[config.mk]
export PLATFORM = sky130hd
export DESIGN_NAME = spp_div
export DESIGN_NICKNAME = d
export VERILOG_FILES = /design/src/rtl/spp_div_cell.sv /design/src/rtl/spp_div.sv
export SDC_FILE = /design/constraint.sdc
export NUM_CORES = 1
export LEC_CHECK = 0
export BUFFER_PORTS_ARGS = -buffer_cell sky130_fd_sc_hd__buf_2
export CORE_ASPECT_RATIO = 0.75
export CORE_MARGIN = 2
export CORE_UTILIZATION = 50
export CTS_BUF_LIST = sky130_fd_sc_hd__clkbuf_16
export CTS_CLUSTER_SIZE = 20
export DETAILED_ROUTE_END_ITERATION = 6
export GPL_TIMING_DRIVEN = 0
export HOLD_SLACK_MARGIN = 0.12
export PLACE_DENSITY = 0.69
export RECOVER_POWER = 50
export SETUP_SLACK_MARGIN = 0.5
export SLEW_MARGIN = 20
export SYNTH_ARGS = -nofsm -noshare
export SYNTH_HDL_FRONTEND = slang
export SYNTH_HIERARCHICAL = 1
export SYNTH_SLANG_ARGS = --single-unit
[constraint.sdc]
create_clock -name clk -period 2.7 [get_ports clk]
set_input_delay 0.135 -clock clk [delete_from_list [all_inputs] [get_ports clk]]
set_output_delay 0.135 -clock clk [all_outputs]
set_load 0.01 [all_outputs]
[src/rtl/spp_div_cell.sv]
// One restoring-division cell: resolves one quotient bit per cycle.
module spp_div_cell #(
    parameter int NW = 8,
    parameter int DW = 8,
    parameter int SW = 1
) (
    input  logic          clk,
    input  logic          rst_n,
    input  logic          in_valid,
    input  logic [DW-1:0] in_rem,
    input  logic [NW-1:0] in_num,
    input  logic [NW-1:0] in_quot,
    input  logic [DW-1:0] in_den,
    input  logic [SW-1:0] in_side,
    output logic          out_valid,
    output logic [DW-1:0] out_rem,
    output logic [NW-1:0] out_num,
    output logic [NW-1:0] out_quot,
    output logic [DW-1:0] out_den,
    output logic [SW-1:0] out_side
);

    logic          valid_reg;
    logic [DW-1:0] rem_reg, rem_next;
    logic [NW-1:0] num_reg, num_next;
    logic [NW-1:0] quot_reg, quot_next;
    logic [DW-1:0] den_reg;
    logic [SW-1:0] side_reg;
    logic [DW:0]   trial;
    logic [DW:0]   diff;
    logic          ge;

    always_comb
    begin
        trial     = {in_rem, in_num[NW-1]};
        diff      = trial - {1'b0, in_den};
        ge        = (trial >= {1'b0, in_den});
        rem_next  = ge ? diff[DW-1:0] : trial[DW-1:0];
        num_next  = {in_num[NW-2:0], 1'b0};
        quot_next = {in_quot[NW-2:0], ge};
    end

    always_ff @(posedge clk or negedge rst_n)
    begin
        if (!rst_n)
        begin
            valid_reg <= 1'b0;
        end
        else
        begin
            valid_reg <= in_valid;
        end
    end

    always_ff @(posedge clk)
    begin
        rem_reg  <= rem_next;
        num_reg  <= num_next;
        quot_reg <= quot_next;
        den_reg  <= in_den;
        side_reg <= in_side;
    end

    assign out_valid = valid_reg;
    assign out_rem   = rem_reg;
    assign out_num   = num_reg;
    assign out_quot  = quot_reg;
    assign out_den   = den_reg;
    assign out_side  = side_reg;

endmodule

[src/rtl/spp_div.sv]
// Unsigned divider built as a chain of one-bit cells, one item per cycle.
module spp_div #(
    parameter int NW = 8,
    parameter int DW = 8,
    parameter int SW = 1
) (
    input  logic          clk,
    input  logic          rst_n,
    input  logic          in_valid,
    input  logic [NW-1:0] num,
    input  logic [DW-1:0] den,
    input  logic [SW-1:0] in_side,
    output logic          out_valid,
    output logic [NW-1:0] quot,
    output logic [SW-1:0] out_side
);

    logic          v_w    [0:NW];
    logic [DW-1:0] rem_w  [0:NW];
    logic [NW-1:0] num_w  [0:NW];
    logic [NW-1:0] quot_w [0:NW];
    logic [DW-1:0] den_w  [0:NW];
    logic [SW-1:0] side_w [0:NW];

    assign v_w[0]    = in_valid;
    assign rem_w[0]  = '0;
    assign num_w[0]  = num;
    assign quot_w[0] = '0;
    assign den_w[0]  = den;
    assign side_w[0] = in_side;

    for (genvar i = 0; i < NW; i++)
    begin : g_cell
        spp_div_cell #(
            .NW(NW),
            .DW(DW),
            .SW(SW)
        ) u_cell (
            .clk      (clk),
            .rst_n    (rst_n),
            .in_valid (v_w[i]),
            .in_rem   (rem_w[i]),
            .in_num   (num_w[i]),
            .in_quot  (quot_w[i]),
            .in_den   (den_w[i]),
            .in_side  (side_w[i]),
            .out_valid(v_w[i+1]),
            .out_rem  (rem_w[i+1]),
            .out_num  (num_w[i+1]),
            .out_quot (quot_w[i+1]),
            .out_den  (den_w[i+1]),
            .out_side (side_w[i+1])
        );
    end

    assign out_valid = v_w[NW];
    assign quot      = quot_w[NW];
    assign out_side  = side_w[NW];

endmodule

Yosys cells after proc, flatten, opt, wreduce, memory -nomap -nowiden
Cells that the tools add are included.
{"block": "totals", "register_bits": 192, "inputBits": 20, "out_inout_bits": 10, "word_cells": 68}
{"block": "classes", "add_sub_neg": 7, "order_cmp": 8, "muxes": 7}
{"operator": "9-bit by 8-bit greater-or-equal comparator with 1-bit output", "n": 7}
{"operator": "8-bit two-way mux", "n": 6}
{"operator": "8-bit subtractor", "n": 6}
{"operator": "1-bit by 8-bit greater-or-equal comparator with 1-bit output", "n": 1}
{"operator": "1-bit by 8-bit subtractor with 8-bit output", "n": 1}
{"operator": "1-bit two-way mux", "n": 1}

Longest topological paths before layout
{"block": "depth", "depth_word": 2, "ltp_mapped": 9, "ltp_nobuf": 8}

By module
The synthesis kept the hierarchy.
{"module": "spp_div_cell at g_cell[2].u_cell ...", "instances": 5, "cells_each": 104, "area_per_inst_um2": 1197.4, "seq_area_each_um2": 665.6}
{"module": "spp_div_cell at g_cell[0].u_cell ...", "instances": 2, "cells_each": 101, "area_per_inst_um2": 1216.2, "seq_area_each_um2": 665.6}
{"module": "spp_div_cell at g_cell[1].u_cell", "instances": 1, "cells_each": 105, "area_per_inst_um2": 1221.2, "seq_area_each_um2": 665.6}
{"module": "spp_div", "instances": 1, "cells_each": 1, "area_per_inst_um2": 3.8, "seq_area_each_um2": 0.0}

Worst setup path after synthesis
OpenSTA, ideal clock, no wires.
{"block": "synth_path", "path_type": "register -> register", "startpoint": "register g_cell[3].u_cell.den_reg[6]", "endpoint": "register g_cell[4].u_cell.rem_reg[2]", "setup_ns": 0.121, "arrival_time_ns": 1.831, "required_ns": 2.579, "setup_slack_ns": 0.747, "path_stages_with_launch": 8, "path_buffers": 1, "period_less_slack_ns": 1.953, "cell_sequence": "dfxtp_1 -> inv_1 -> ha_1 -> a21o_1 -> a2111oi_2 -> o21a_1 -> buf_6 -> mux2_4"}
{"block": "synth_between", "elab_chain_cells": 2}
{"item": "start: declaration", "line": "spp_div_cell.sv:27", "rtl": "logic [DW-1:0] den_reg;"}
{"item": "start signal: assignment", "line": "spp_div_cell.sv:60", "rtl": "den_reg <= in_den;"}
{"item": "9-bit by 8-bit greater-or-equal comparator with 1-bit output", "line": "spp_div_cell.sv:37", "rtl": "ge = (trial >= {1'b0, in_den});"}
{"item": "8-bit two-way mux", "line": "spp_div_cell.sv:38", "rtl": "rem_next = ge ? diff[DW-1:0] : trial[DW-1:0];"}
{"item": "net g_cell[4].u_cell.rem_next[2]", "line": "spp_div_cell.sv:24", "rtl": "logic [DW-1:0] rem_reg, rem_next;"}
{"item": "end signal: assignment", "line": "spp_div_cell.sv:57", "rtl": "rem_reg <= rem_next;"}
{"item": "end: declaration", "line": "spp_div_cell.sv:24"}
The timed path passes the listed nets, and every way through them passes these cells.
A chain may end at the register's enable or synchronous reset.

Worst setup path in the final report
{"block": "layout_path", "startpoint": "register g_cell[3].u_cell.num_reg[7]", "endpoint": "register g_cell[4].u_cell.rem_reg[6]"}
{"block": "layout_between", "elab_chain_cells": 2, "word_cells_on_any_way": 3, "cone_classes": "add/sub: 1; order compare: 1; mux: 1"}
{"item": "start: declaration", "line": "spp_div_cell.sv:25", "rtl": "logic [NW-1:0] num_reg, num_next;"}
{"item": "start signal: assignment", "line": "spp_div_cell.sv:58", "rtl": "num_reg <= num_next;"}
{"item": "8-bit subtractor or 9-bit by 8-bit greater-or-equal comparator with 1-bit output (tied branches)", "line": "spp_div_cell.sv:36, spp_div_cell.sv:37"}
{"item": "8-bit two-way mux (*)", "line": "spp_div_cell.sv:38"}
{"item": "net g_cell[4].u_cell.rem_next[6]", "line": "spp_div_cell.sv:24"}
The timed path passes the listed nets; every way through them passes the cells marked *.

==> run_results.csv <==
group,metric,value,unit
grt,antenna_found_initial,0,
cells_and_area,drive_gt1_frac,0.203,
grt,grt.overflow.total,0,
setup_path,regToRegEndpoint,"g_cell[4].u_cell/out_rem[6]",
worst_hold_path,hold_class,"in2reg",
route,ant_nets,0,
timing,min_period,2.14,ns
cts,clockBufferDepth,2,
cts,clk_pin_slew,0.08,ns
floorplanning,start_util,0.513,
floorplanning,row_count,39,
setup_path,crit_path_end_kind,"flip-flop",
place,placedCellCount,949,
timing,slew_headroom,0.608,
timing,rsz0062_at_grt,"true",
grt,grt_max_degree,25,
timing,worst_pin_slew,0.582,ns
cts,insertion_delay,0.43,ns
route,dr_total_vias,4967,
power,power_density,1160,nW/µm²
route,totalWireLength,13500,µm
floorplanning,die-area,16700,µm²
timing,slew_violations,0,
route,first_pass_iters,5,
setup_path,crit_path_max_incr_delay,0.38,ns
status,outcome,"completed",
cells_and_area,multi_input_area,3540,µm²
logic_synthesis,synth_area,7830,µm²
timing,max_freq,468,MHz
timing,hold_slack,0.320,ns
cts,cts_sinks,192,
timing,skew,0.00880,ns
cells_and_area,fin_nets,879,
setup_path,slowest_stage,"fa_2",
place,gp_congestion,0.842,
cts,root_buffer,"clkbuf_16",
setup_path,cp-start-kind,"flip-flop",
route,drtIter0Drc,219,
floorplanning,die_y,112,µm
cts,cts.htree.levels,4,
timing,setup_viol,0,
cells_and_area,final_cells,1006,
power,leakage,4.21,nW
setup_path,crit_chain,"inv_1, ha_1, fa_2, nor2b_2, o31a_1, nor4_1, a311o_1, mux2_4",
route,wl_per_cell,13.4,µm
floorplanning,ioPinCount,30,
cts,cts_tree,"yes",
run,maxCapViolations,0,
setup_path,cp_max_fo,3,
logic_synthesis,postSynthAreaPerCell,11.2,µm²
route,viasPerCell,4.94,
place,post-dp-hpwl,9960,µm
cells_and_area,nFillCells,1223,
cells_and_area,syn_to_final_growth,17.5,%
route,drc,0,
setup_path,r2r_start,"g_cell[3].u_cell/out_num[7]",
timing,tns,0,ns
grt,grt_pass1_vias,4995,
logic_synthesis,synth_warnings,6,
cells_and_area,antenna_cells,0,
grt,grt.total_usage,0.174,
timing,fin_crit_sh,0.791,
worst_hold_path,holdPathStages,2,
setup_path,crit_end,"g_cell[4].u_cell/out_rem[6]",
floorplanning,die_w,148,µm
setup_path,arrival,2.47,ns
setup_path,path_class,"reg2reg",
cts,cts_buffers,17,
setup_path,reg2reg_slack,0.56,ns
place,portBuffers,29,
timing,hold_violations,0,
setup_path,required,3.03,ns
cells_and_area,fin_util,0.602,
power,power.total,0.0107,W
power,peakVddDrop,0.545,mV
grt,grt_pass1_wl,23000,µm
floorplanning,fp.coreArea,15300,µm²
setup_path,worstSetupStartpoint,"g_cell[3].u_cell/out_num[7]",
setup_path,reg2regPathDepth,8,
logic_synthesis,synthCells,701,
cells_and_area,seqCellArea,3880,µm²
==> layout by cell type, fill, tap and decap left out, drive strengths merged, types with 6 or more instances in the layout <==
master and n:
dfxtp 184, inv 107, ha 64, buf 46
mux2 37, a21oi 31, o21ai 30, a21o 23
nor3 21, clkbuf 21, dlygate4sd3 20, nor2 19
nand2 19, xnor2 17, conb 15, nand3 15
mux2i 14, o21a 9, a211oi 9, dfrtp 8
nor4 7, nor3b 7, a31oi 7, a311o 7
clkinv 7, o31a 7, fa 7, nor2b 7
or2b 6, a41oi 6
==> layer usage <==
| layer | vias to the layer above | part of all wire | track usage |
|---|---|---|---|
| met2 | 88 | 0.45 | 0.270 |
| met4 | 0 | 0.012 | 0.0660 |
| met1 | 2284 | 0.50 | 0.231 |
| met5 | - | 0 | 0 |
| met3 | 17 | 0.034 | 0.0516 |
| li1 | 2578 | - | - |
==> layout make-up <==
type / instances / area share
clock inverters: 15 / 0.0245
clock buffers: 17 / 0.0462
plain buffers: 16 / 0.0124
repair buffers: 54 / 0.0411
multi-input cells: 408 / 0.385
inverters: 99 / 0.0404
well taps: 205 / 0.0279
flip-flops and latches: 192 / 0.422
==> power by group <==
| group | internal [W] | total, W | switching (W) | leakage (nW) |
|---|---|---|---|---|
| registers | 0.00352 | 0.00381 | 0.000282 | 1.64 |
| clock network | 0.00131 | 0.00261 | 0.00130 | 0.310 |
| logic | 0.00208 | 0.00425 | 0.00217 | 2.25 |
==> state kept, by name (all words and copies together) (netlist names) <==
signal / count
g_cell.u_cell/out_quot: 36
g_cell.u_cell/out_num: 28
g_cell.u_cell/out_valid: 8
g_cell.u_cell/out_side: 8
g_cell.u_cell/out_rem: 56
g_cell.u_cell/out_den: 56
==> how the worst min path moves through the flow <==
stage	end	from
6_report	g_cell[0].u_cell/out_num[2]	num[1]
5_1_grt	g_cell[0].u_cell/out_num[6]	num[5]
4_1_cts	g_cell[0].u_cell/out_num[2]	num[1]
3_5_place_dp	g_cell[7].u_cell/out_valid	rst_n
3_3_place_gp	g_cell[7].u_cell/out_valid	rst_n
2_1_floorplan	g_cell[0].u_cell/out_valid	rst_n
==> worst max-delay path: cells and delay by family, from the launching register on <==
family	cells	cell delay [ns]
AO/OA/AOI/OAI	2	0.55
adder cells (fa/ha/maj)	2	0.60
AND/OR/NAND/NOR	2	0.25
multiplexers	1	0.26
flip-flops	1	0.31
buffers and inverters	1	0.04
==> what timing repair did <==
action                     4_1_cts  5_1_grt
resized for setup                0       14
setup endpoints to repair        1       31
hold endpoints to repair        27        0
pin swaps                        1       11
buffers inserted                 1        4
hold buffers                    20        0
==> stage by stage <==
stage               instance area, µm²  setup slack (ns)
floorplan                         7880             0.747
global placement                  8280             0.570
detailed placement                8280             0.535
CTS                               9140             0.505
global route                      9200             0.435
finish                            9200             0.564
(Power assumes the default switching activity.)
